[config.mk]
export PLATFORM = sky130hd
export DESIGN_NAME = accel_velocity_zupt_estimator
export DESIGN_NICKNAME = d
export VERILOG_FILES = /design/src/design/avz_pkg.sv /design/src/design/avz_sqrt.sv /design/src/design/avz_div.sv /design/src/design/accel_velocity_zupt_estimator.sv
export SDC_FILE = /design/constraint.sdc
export NUM_CORES = 2
export LEC_CHECK = 0
export BUFFER_PORTS_ARGS = -buffer_cell sky130_fd_sc_hd__clkbuf_2
export CORE_AREA = 8 8 269 530
export CTS_CLUSTER_DIAMETER = 150
export CTS_CLUSTER_SIZE = 12
export DETAILED_ROUTE_END_ITERATION = 12
export DIE_AREA = 0 0 277 538
export PLACE_DENSITY = 0.58
export RECOVER_POWER = 50
export SKIP_LAST_GASP = 1
export SLEW_MARGIN = 10
export SYNTH_ARGS = -nofsm -noshare
export SYNTH_HDL_FRONTEND = slang
export SYNTH_HIERARCHICAL = 1
export SYNTH_SLANG_ARGS = --single-unit
[constraint.sdc]
create_clock -name clk -period 18.2 [get_ports clk]
set_input_delay 0.91 -clock clk [delete_from_list [all_inputs] [get_ports clk]]
set_output_delay 0.91 -clock clk [all_outputs]
set_load 0.1 [all_outputs]
[src/design/avz_pkg.sv]
// package for the velocity estimator: widths, register indexes, config layout
// no dependencies
`timescale 1ns / 1ps
package avz_pkg;
  localparam int BiasLen = 16;
  localparam int BcW = 5;
  localparam int FW = 18;
  localparam int VW = 17;

  localparam logic [2:0] RegLowpass  = 3'd0;
  localparam logic [2:0] RegGravity  = 3'd1;
  localparam logic [2:0] RegThresh   = 3'd2;
  localparam logic [2:0] RegFrames   = 3'd3;
  localparam logic [2:0] RegDecay    = 3'd4;
  localparam logic [2:0] RegBoot     = 3'd5;
  localparam logic [2:0] RegLimit    = 3'd6;

  typedef struct packed {
    logic [3:0]  lowpass_shift;
    logic [12:0] gravity_ref;
    logic [11:0] rest_threshold;
    logic [7:0]  rest_frames_needed;
    logic [3:0]  decay_shift;
    logic [15:0] boot_wait_frames;
    logic [14:0] velocity_limit;
  } cfg_t;

  // arithmetic right shift, floor rounding
  function automatic logic signed [FW:0] sra_f(input logic signed [FW:0] x,
                                                input logic [3:0] s);
    sra_f = x >>> s;
  endfunction
endpackage

[src/design/avz_sqrt.sv]
// bit-serial integer square root, two radicand bits per cycle
// depends on avz_pkg
`timescale 1ns / 1ps
module avz_sqrt (
  input  logic        clk,
  input  logic        rst,
  input  logic        start,
  input  logic [31:0] radicand,
  output logic        done,
  output logic [15:0] root
);
  import avz_pkg::*;

  logic [31:0] rad;
  logic [17:0] rem;
  logic [4:0]  cnt;
  logic        busy;
  logic [17:0] trial;
  logic [17:0] rem_sh;

  // restoring step: shift in two bits, try subtract 4r+1
  always_comb begin
    rem_sh = {rem[15:0], rad[31:30]};
    trial  = rem_sh - {root, 2'b01};
  end

  always_ff @(posedge clk) begin
    done <= 1'b0;
    if (rst) begin
      busy <= 1'b0;
      cnt  <= '0;
    end else if (start) begin
      busy <= 1'b1;
      cnt  <= 5'd0;
      rad  <= radicand;
      rem  <= '0;
      root <= '0;
    end else if (busy) begin
      rad <= {rad[29:0], 2'b00};
      if (!trial[17]) begin
        rem  <= trial;
        root <= {root[14:0], 1'b1};
      end else begin
        rem  <= rem_sh;
        root <= {root[14:0], 1'b0};
      end
      cnt <= cnt + 5'd1;
      if (cnt == 5'd15) begin
        busy <= 1'b0;
        done <= 1'b1;
      end
    end
  end
endmodule

[src/design/avz_div.sv]
// serial signed divider, truncating toward zero, one quotient bit per cycle
// depends on avz_pkg
`timescale 1ns / 1ps
module avz_div (
  input  logic                          clk,
  input  logic                          rst,
  input  logic                          start,
  input  logic signed [avz_pkg::FW:0]   num,
  input  logic [avz_pkg::BcW-1:0]       den,
  output logic                          done,
  output logic signed [avz_pkg::FW:0]   quo
);
  import avz_pkg::*;

  localparam int NW = FW + 1;
  localparam int CW = $clog2(NW + 1);

  logic [NW-1:0]   mag;
  logic [BcW:0]    rem;
  logic [NW-1:0]   q;
  logic            neg;
  logic [CW-1:0]   cnt;
  logic            busy;
  logic [BcW:0]    rem_sh;
  logic [BcW:0]    diff;

  always_comb begin
    rem_sh = {rem[BcW-1:0], mag[NW-1]};
    diff   = rem_sh - {1'b0, den};
    quo    = neg ? -$signed(q) : $signed(q);
  end

  always_ff @(posedge clk) begin
    done <= 1'b0;
    if (rst) begin
      busy <= 1'b0;
      cnt  <= '0;
    end else if (start) begin
      busy <= 1'b1;
      neg  <= num[FW];
      mag  <= num[FW] ? NW'(-num) : NW'(num);
      rem  <= '0;
      q    <= '0;
      cnt  <= '0;
    end else if (busy) begin
      mag <= {mag[NW-2:0], 1'b0};
      if (rem_sh >= {1'b0, den}) begin
        rem <= diff;
        q   <= {q[NW-2:0], 1'b1};
      end else begin
        rem <= rem_sh;
        q   <= {q[NW-2:0], 1'b0};
      end
      cnt <= cnt + CW'(1);
      if (cnt == CW'(NW - 1)) begin
        busy <= 1'b0;
        done <= 1'b1;
      end
    end
  end
endmodule

[src/design/accel_velocity_zupt_estimator.sv]
// top level of the accelerometer velocity estimator with rest detection
// depends on avz_pkg, avz_sqrt, avz_div
//
// usage: one frame of three raw accelerometer words enters on the input
// channel (valid/ready); one result word per frame leaves on the output
// channel. One frame is processed at a time: scaling and filtering (one
// shared multiplier), the sum of squares, the bit-serial square root with
// its start and finish, a step to pick the branch, then either the serial
// bias division and velocity decay per axis at rest, velocity integration
// per axis otherwise, or neither during the boot wait, and then S_OUT1
// and S_OUT2 to form the output word. The next frame can be accepted while
// out_valid is first high. The result sits in an output register, so a
// waiting result does not block the next frame; a stalled receiver holds
// the next finished frame in its last step until the register is taken.
// Configuration writes go straight into registers; the user must make them
// only while idle, as the block itself does not enforce this. Synchronous
// reset restores the register defaults and clears filter, bias, velocity
// and counters.
module accel_velocity_zupt_estimator (
  input  logic               clk,
  input  logic               rst,
  input  logic               in_valid,
  output logic               in_ready,
  input  logic signed [15:0] accel_x,
  input  logic signed [15:0] accel_y,
  input  logic signed [15:0] accel_z,
  output logic               out_valid,
  input  logic               out_ready,
  output logic signed [17:0] speed_x_mm_s,
  output logic signed [15:0] vel_x_q88,
  output logic signed [15:0] vel_y_q88,
  output logic signed [15:0] vel_z_q88,
  output logic               is_moving,
  output logic               bias_ready,
  input  logic               cfg_we,
  input  logic [2:0]         cfg_index,
  input  logic [15:0]        cfg_data
);
  import avz_pkg::*;

  typedef enum logic [3:0] {
    S_IDLE, S_FILT, S_SQ, S_ROOT, S_DEC, S_DIV, S_DIVW, S_VEL, S_OUT1, S_OUT2
  } state_t;

  state_t state;
  cfg_t   cfg;

  logic signed [FW-1:0] filt [3];
  logic signed [FW-1:0] bias [3];
  logic signed [VW-1:0] vel  [3];
  logic [BcW-1:0] bias_count;
  logic [7:0]     still_count;
  logic [15:0]    frame_count;
  logic signed [15:0] raw [3];
  logic [1:0]     ax;
  logic [32:0]    sum;
  logic           rest;
  logic [BcW-1:0] div_den;
  logic           out_load;

  // shared multiplier operands
  logic signed [18:0] mul_a;
  logic signed [18:0] mul_b;
  logic signed [37:0] prod;
  assign prod = mul_a * mul_b;

  logic signed [FW:0] scaled, fdiff, fnew;
  logic signed [FW:0] lin;
  logic signed [FW+1:0] vsum;
  logic signed [FW:0] lim;

  // sqrt and div units
  logic        sq_start, sq_done;
  logic [15:0] root;
  logic        dv_start, dv_done;
  logic signed [FW:0] dv_num, dv_quo;

  avz_sqrt u_sqrt (.clk(clk), .rst(rst), .start(sq_start),
                   .radicand(sum[32] ? 32'hFFFF_FFFF : sum[31:0]),
                   .done(sq_done), .root(root));
  avz_div u_div (.clk(clk), .rst(rst), .start(dv_start), .num(dv_num),
                 .den(div_den), .done(dv_done), .quo(dv_quo));

  logic [16:0] dev;
  logic        still;
  logic [7:0]  still_next;

  always_comb begin
    mul_a = 19'sd0;
    mul_b = 19'sd0;
    unique case (state)
      S_FILT: begin mul_a = 19'(raw[ax]); mul_b = 19'sd314; end
      S_SQ:   begin mul_a = 19'(filt[ax]); mul_b = 19'(filt[ax]); end
      S_VEL:  begin mul_a = lin; mul_b = 19'sd629; end
      default: ;
    endcase
    scaled = 19'(prod >>> 8);
    fdiff  = scaled - 19'(filt[ax]);
    fnew   = 19'(filt[ax]) + sra_f(fdiff, cfg.lowpass_shift);
    lin    = 19'(filt[ax]) - 19'(bias[ax]);
    vsum   = 20'(vel[ax]) + 20'(prod >>> 16);
    lim    = 19'(cfg.velocity_limit);
    dev    = (17'(root) >= 17'(cfg.gravity_ref)) ? 17'(root) - 17'(cfg.gravity_ref)
                                                 : 17'(cfg.gravity_ref) - 17'(root);
    still  = dev < 17'(cfg.rest_threshold);
    still_next = still ? ((still_count == 8'hFF) ? still_count : still_count + 8'd1)
                       : 8'd0;
    dv_num = 19'(filt[ax]) - 19'(bias[ax]);
  end

  logic signed [17:0] spd;
  logic signed [26:0] spd_full;
  assign spd_full = 27'(vel[0]) * 27'sd1000;
  assign spd = 18'(spd_full >>> 8);

  // output register loads when it is empty or being emptied
  assign in_ready = (state == S_IDLE);
  assign out_load = (state == S_OUT2) && (!out_valid || out_ready);

  always_ff @(posedge clk) begin
    sq_start <= 1'b0;
    dv_start <= 1'b0;
    if (rst) begin
      state <= S_IDLE;
      cfg <= '{lowpass_shift: 4'd2, gravity_ref: 13'd2510, rest_threshold: 12'd205,
               rest_frames_needed: 8'd8, decay_shift: 4'd4, boot_wait_frames: 16'd200,
               velocity_limit: 15'd4000};
      for (int i = 0; i < 3; i++) begin
        filt[i] <= '0; bias[i] <= '0; vel[i] <= '0;
      end
      bias_count <= '0;
      still_count <= '0;
      frame_count <= '0;
      out_valid <= 1'b0;
      ax <= '0;
    end else begin
      if (cfg_we) begin
        unique case (cfg_index)
          RegLowpass: cfg.lowpass_shift      <= cfg_data[3:0];
          RegGravity: cfg.gravity_ref        <= cfg_data[12:0];
          RegThresh:  cfg.rest_threshold     <= cfg_data[11:0];
          RegFrames:  cfg.rest_frames_needed <= cfg_data[7:0];
          RegDecay:   cfg.decay_shift        <= cfg_data[3:0];
          RegBoot:    cfg.boot_wait_frames   <= cfg_data[15:0];
          RegLimit:   cfg.velocity_limit     <= cfg_data[14:0];
          default: ;
        endcase
      end
      if (out_load) out_valid <= 1'b1;
      else if (out_valid && out_ready) out_valid <= 1'b0;
      unique case (state)
        S_IDLE: if (in_valid && in_ready) begin
          raw[0] <= accel_x; raw[1] <= accel_y; raw[2] <= accel_z;
          if (frame_count != 16'hFFFF) frame_count <= frame_count + 16'd1;
          ax <= 2'd0;
          state <= S_FILT;
        end
        // one axis per cycle through the filter
        S_FILT: begin
          filt[ax] <= FW'(fnew);
          if (ax == 2'd2) begin ax <= 2'd0; sum <= '0; state <= S_SQ; end
          else ax <= ax + 2'd1;
        end
        S_SQ: begin
          sum <= sum + 33'(prod[35:0]);
          if (ax == 2'd2) begin ax <= 2'd0; sq_start <= 1'b1; state <= S_ROOT; end
          else ax <= ax + 2'd1;
        end
        S_ROOT: if (sq_done) begin
          still_count <= still_next;
          rest <= still_next >= cfg.rest_frames_needed;
          state <= S_DEC;
        end
        // decide the branch for this frame
        S_DEC: begin
          ax <= 2'd0;
          if (rest) begin
            if (bias_count < BcW'(BiasLen)) begin
              bias_count <= bias_count + BcW'(1);
              div_den <= bias_count + BcW'(1);
            end else div_den <= BcW'(BiasLen);
            state <= S_DIV;
          end else if (bias_count < BcW'(BiasLen) && frame_count < cfg.boot_wait_frames) begin
            state <= S_OUT1;
          end else begin
            if (bias_count < BcW'(BiasLen)) begin
              for (int i = 0; i < 3; i++) bias[i] <= filt[i];
              bias_count <= BcW'(BiasLen);
            end
            state <= S_VEL;
          end
        end
        S_DIV: begin dv_start <= 1'b1; state <= S_DIVW; end
        S_DIVW: if (dv_done) begin
          bias[ax] <= FW'(19'(bias[ax]) + dv_quo);
          vel[ax] <= vel[ax] - VW'(19'(vel[ax]) >>> cfg.decay_shift);
          if (ax == 2'd2) state <= S_OUT1;
          else begin ax <= ax + 2'd1; state <= S_DIV; end
        end
        S_VEL: begin
          if (vsum > 20'(lim)) vel[ax] <= VW'(lim);
          else if (vsum < -20'(lim)) vel[ax] <= VW'(-lim);
          else vel[ax] <= VW'(vsum);
          if (ax == 2'd2) state <= S_OUT1;
          else ax <= ax + 2'd1;
        end
        S_OUT1: state <= S_OUT2;
        // wait here while the previous word is still held
        S_OUT2: if (out_load) begin
          speed_x_mm_s <= spd;
          vel_x_q88 <= 16'(vel[0]);
          vel_y_q88 <= 16'(vel[1]);
          vel_z_q88 <= 16'(vel[2]);
          is_moving <= !rest;
          bias_ready <= bias_count >= BcW'(BiasLen);
          state <= S_IDLE;
        end
        default: state <= S_IDLE;
      endcase
    end
  end
endmodule
# == Yosys cells after proc, flatten, opt, wreduce, memory -nomap -nowiden ==
# Memory sizes are Yosys's and may differ from the RTL's. A register that Yosys moved wholly into a read port is not among the register bits.
# Cells that the tools add are included.
# totals
output_inout_bits,70
ramBits,207
mem_count,4
in_bits,72
reg_bits,306
word_cells,263
# op_classes
addsub,21
bitwise_logic,10
magnitude_cmp,9
mul,2
shifts,2
eq_ne,28
n_mux,110
reduce_logical,42
# memory_table
name,depth,word_bits,rd,rd_clocked_by_memory_dff,wr,line_no,source
bias,3,18,1,1,3,accel_velocity_zupt_estimator.sv:49,logic signed [FW-1:0] bias [3];
filt,3,18,4,1,3,accel_velocity_zupt_estimator.sv:48,logic signed [FW-1:0] filt [3];
vel,3,17,4,3,3,accel_velocity_zupt_estimator.sv:50,logic signed [VW-1:0] vel [3];
raw,3,16,1,1,3,accel_velocity_zupt_estimator.sv:54,logic signed [15:0] raw [3];
# op_table
op,n
2-to-1 mux 18 bit,7
one-hot mux 19 bit (3 select lines),2
2-to-1 mux 32 bit,3
2-to-1 mux 17 bit,5
one-hot mux 33 bit (2 select lines),1
2-to-1 mux 19 bit,3
2-to-1 mux 1 bit,50
2-to-1 mux 16 bit,3
2-to-1 mux 4 bit,10
one-hot mux 4 bit (10 select lines),1
adder 18 bit,2
multiplier 19 x 19 -> 36 bit,1
OR reduction 18 bit,2
adder 33 bit,1
2-to-1 mux 33 bit,1
2-to-1 mux 2 bit,15
2-to-1 mux 5 bit,6
"multiplier 17 x 8 -> 23 bit, second input constant",1
AND reduction 2 bit,11
AND reduction 3 bit,7
adder 17 x 20 -> 20 bit,1
> comparator 20 x 16 -> 1 bit,1
< comparator 20 bit,1
negation 15 -> 20 bit,1
other kinds (52),88

# == Logic depth before layout (Yosys ltp) ==
# depth
word_depth,14
mapped_depth,65
depth_no_buf,59

# == Cells and area by module ==
# The synthesis kept the hierarchy.
# modules_own_cells
mod,area_per_inst_um2,cells_per_inst,seq_area_each_um2,instances
accel_velocity_zupt_estimator,46687.3,4858,13262.7,1
avz_sqrt,3987.6,334,2062.0,1
avz_div,3015.4,299,1461.4,1

# == Worst setup path before layout ==
# OpenSTA, ideal clock, no wires.
# synth_timing
path_kind,register -> register
from,register (tool-made name)
to,memory vel[0][2] (data pin)
setup_ps,272
setup_slack_ps,3598
path_stages_with_launch,55
arrival_ps,14329
period_less_slack_ps,14602
path_cell_list,dfxtp_1 -> buf_2 -> buf_2 -> buf_2 -> buf_2 -> buf_1 -> mux4_2 -> ha_1 -> fa_1 -> nor2b_1 -> o21ai_0 -> a21boi_0 -> o21ai_0 -> a211oi_1 -> o31ai_1 -> o21ai_0 -> o21a_1 -> o21ai_0 -> [19 not listed] -> a21o_1 -> a41o_1 -> a221o_1 -> a21o_1 -> a21oi_1 -> xor2_1 -> inv_1 -> ha_1 -> a2111oi_0 -> nand2_1 -> o21ai_0 -> a31oi_1 -> o221a_2 -> o21ai_1 -> nor2_2 -> a211o_1 -> a31oi_2 -> nor2_1
# synth_lines
item,line_no
end: declaration,accel_velocity_zupt_estimator.sv:50

==> results.md <==
- Hold EP: raw[1][8]$_DFFE_PP_
- Final Slew Violations: 509
- Critical path startpoint category: flip-flop
- Actual transition at the worst max-transition pin: 3.70 ns
- DR pass1 iterations: 6
- DIE AREA: roughly 150000 um^2
- Failing checks: capacitance limit, slew limit
- Detailed Place HPWL: 148000 um
- Synth warn: 6
- Avg Cell Area, Syn: 9.78 um^2
- DR iter-0 viols: approximately 2.1k
- Layout area overhead: 7.69%
- Worst skew pair latency: 0.70 ns
- Max Clk Rate: about 59 MHz
- R2r setup slk: 1.29 ns
- Post-route DRC: 0
- Wire per inst: between 20 and 25 um
- Max-cap viol count: 10
- IO buf count: 141
- Maximum clock path buffer count: 3
- Ratio of cells with drive above 1 in the final layout: 7.80%
- Largest net degree at the start of global routing: 71
- Root buf cell: clkbuf_16
- Clk_skew: 0.0738 ns
- Final Hold Fails: 0
- Vias/cell: 5.60
- Critical path class: reg2reg
- Final worst-path cycle share: between 90% and 100%
- Routed wire length: 182000 um
- Clk sink count: 600
- HP Start: accel_y[8]
- FF-to-FF path depth: 55
- Io pins: approximately 140
- Final Critical Period: 16.91 ns
- CTS tree: done
- Chip Height: 538 um
- GR Overflow Total: 0
- Gpl congestion: 1.00
- CORE AREA: about 140000 um^2
- Sum of negative setup slack: 0 ns
- Final ANT Viol Nets: 0
- Filler cells: 13.3k
- Total number of vias: 41.0k
- Worst Hold Class: in2reg
- GRT Util Overall: 24.1%
- Clock transition at path regs: roughly 0.080 ns
- Initial Util: 39.7%
- Vias in the first global route: 43.6k
- CP endpoint kind: flip-flop
- H-Tree Depth: 2
- Worst r2r dst: filt[0][14]$_SDFFCE_PN0P_
- Syn Inst Count: 5486
- Critical Path RT: 18.61 ns
- First-pass GRT wire length: 271000 um
- Synth Net Count: about 6.4k
- CP Data Arrival Time: between 15 and 20 ns
- DIE WIDTH: 277 um
- Hold Crit Depth: 1
- Initial antenna violation count: 4
- Slew headroom: -147%
- CP max stage cell: xnor2_1
- Count of final setup violators: 0
- Nets: 6484
- TritonCTS Buffers: 56
- Most used cell, CP: a21oi_1
- Row count: 191
- Synth Cell Area: 53600 um^2
- Multi-input combinational cell area: 33300 um^2
- Outcome: complete, but fails checks
- Critical Path Fanout Max: 25
- Worst path max stage delay: 0.90 ns
- Register area: 16800 um^2
- Unrepaired setup endpoints after global routing: no
-- critical path: cells and delay by family (launching register included) --
| kind | cells | cell delay [ns] |
|---|---|---|
| adder cells (fa/ha/maj) | 12 | 5.20 |
| multiplexers | 3 | 1.42 |
| XOR/XNOR | 4 | 1.68 |
| AND/OR/NAND/NOR | 7 | 0.80 |
| buffers and inverters | 5 | 0.33 |
| flip-flops | 1 | 0.73 |
| AO/OA/AOI/OAI | 24 | 6.43 |
-- through the flow --
stage	util [%]	cell area, um^2	cells	hold slack [ns]	worst slack (ns)
finish	42.7	57800	7328	0.405	1.29
detailed placement	41.6	56300	7231	0.442	1.33
CTS	42.8	57900	7326	0.360	1.21
floorplan	-	53600	5486	0.421	3.60
global placement	41.6	56300	7231	0.440	1.32
global route	42.7	57800	7327	0.378	0.240
-- worst max-delay path by stage --
stage               slack (ns)                         to  cells past startpoint  startpoint
finish                    1.29  filt[0][14]$_SDFFCE_PN0P_                     55   flip-flop
global route              0.24  filt[0][14]$_SDFFCE_PN0P_                     57   flip-flop
CTS                       1.21  filt[0][14]$_SDFFCE_PN0P_                     56   flip-flop
detailed placement        1.33  filt[0][14]$_SDFFCE_PN0P_                     56   flip-flop
global placement          1.32  filt[0][14]$_SDFFCE_PN0P_                     56   flip-flop
floorplan                 3.60    vel[0][2]$_SDFFCE_PN0P_                     54   flip-flop
-- per-layer routing --
layer	vias to the layer above	global-route usage (%)	share of wire, %
li1	18927	-	-
met1	20403	21.6	31
met2	1148	47.6	55
met3	541	2.52	3.4
met4	6	20.5	10
met5	-	0	0.024
-- sequential cells by signal (all words and copies together), names as in the netlist, 8 cells and up, named ones only --
| signal | count |
|---|---|
| bias | 72 |
| cfg | 72 |
| filt | 72 |
| frame_count | 16 |
| raw | 48 |
| speed_x_mm_s | 18 |
| still_count | 8 |
| sum | 33 |
| u_div/mag | 19 |
| u_div/q | 18 |
| u_sqrt/rad | 32 |
| u_sqrt/rem | 16 |
| u_sqrt/root | 16 |
| vel | 68 |
| vel_x_q88 | 16 |
| vel_y_q88 | 16 |
| vel_z_q88 | 16 |
-- cells in the final DEF (no fill, tap or decap), drive strengths merged, types with 50 or more instances in the layout --
cell type	instances
inv	726
nor2	569
nand2	502
edfxtp	474
ha	433
fa	427
a21oi	301
clkbuf	240
o21ai	184
xnor2	162
dfxtp	126
a21o	96
xor2	92
nor3	90
mux2i	72
nand3	71
buf	64
o21a	63
nor2b	63
mux2	57
mux4	56
a22o	55
and3	52
a211oi	51
nand2b	50
-- layout make-up --
cell class,count,area share [%]
flip-flops and latches,600,29.0
repair buffers,215,1.96
clock inverters,6,0.186
diodes,2,0.00867
well taps,1737,3.76
clock buffers,89,2.64
inverters,729,4.74
multi-input cells,3950,57.7
-- timing repair --
action	4_1_cts	5_1_grt
hold endpoints to repair	0	0
resized for setup	0	1
hold buffers	0	0
setup buffers	0	0
setup endpoints to repair	0	2
Power is left out: the tool's default activity adds up to more than one toggle a clock period on the data nets, which glitch-free logic cannot reach.
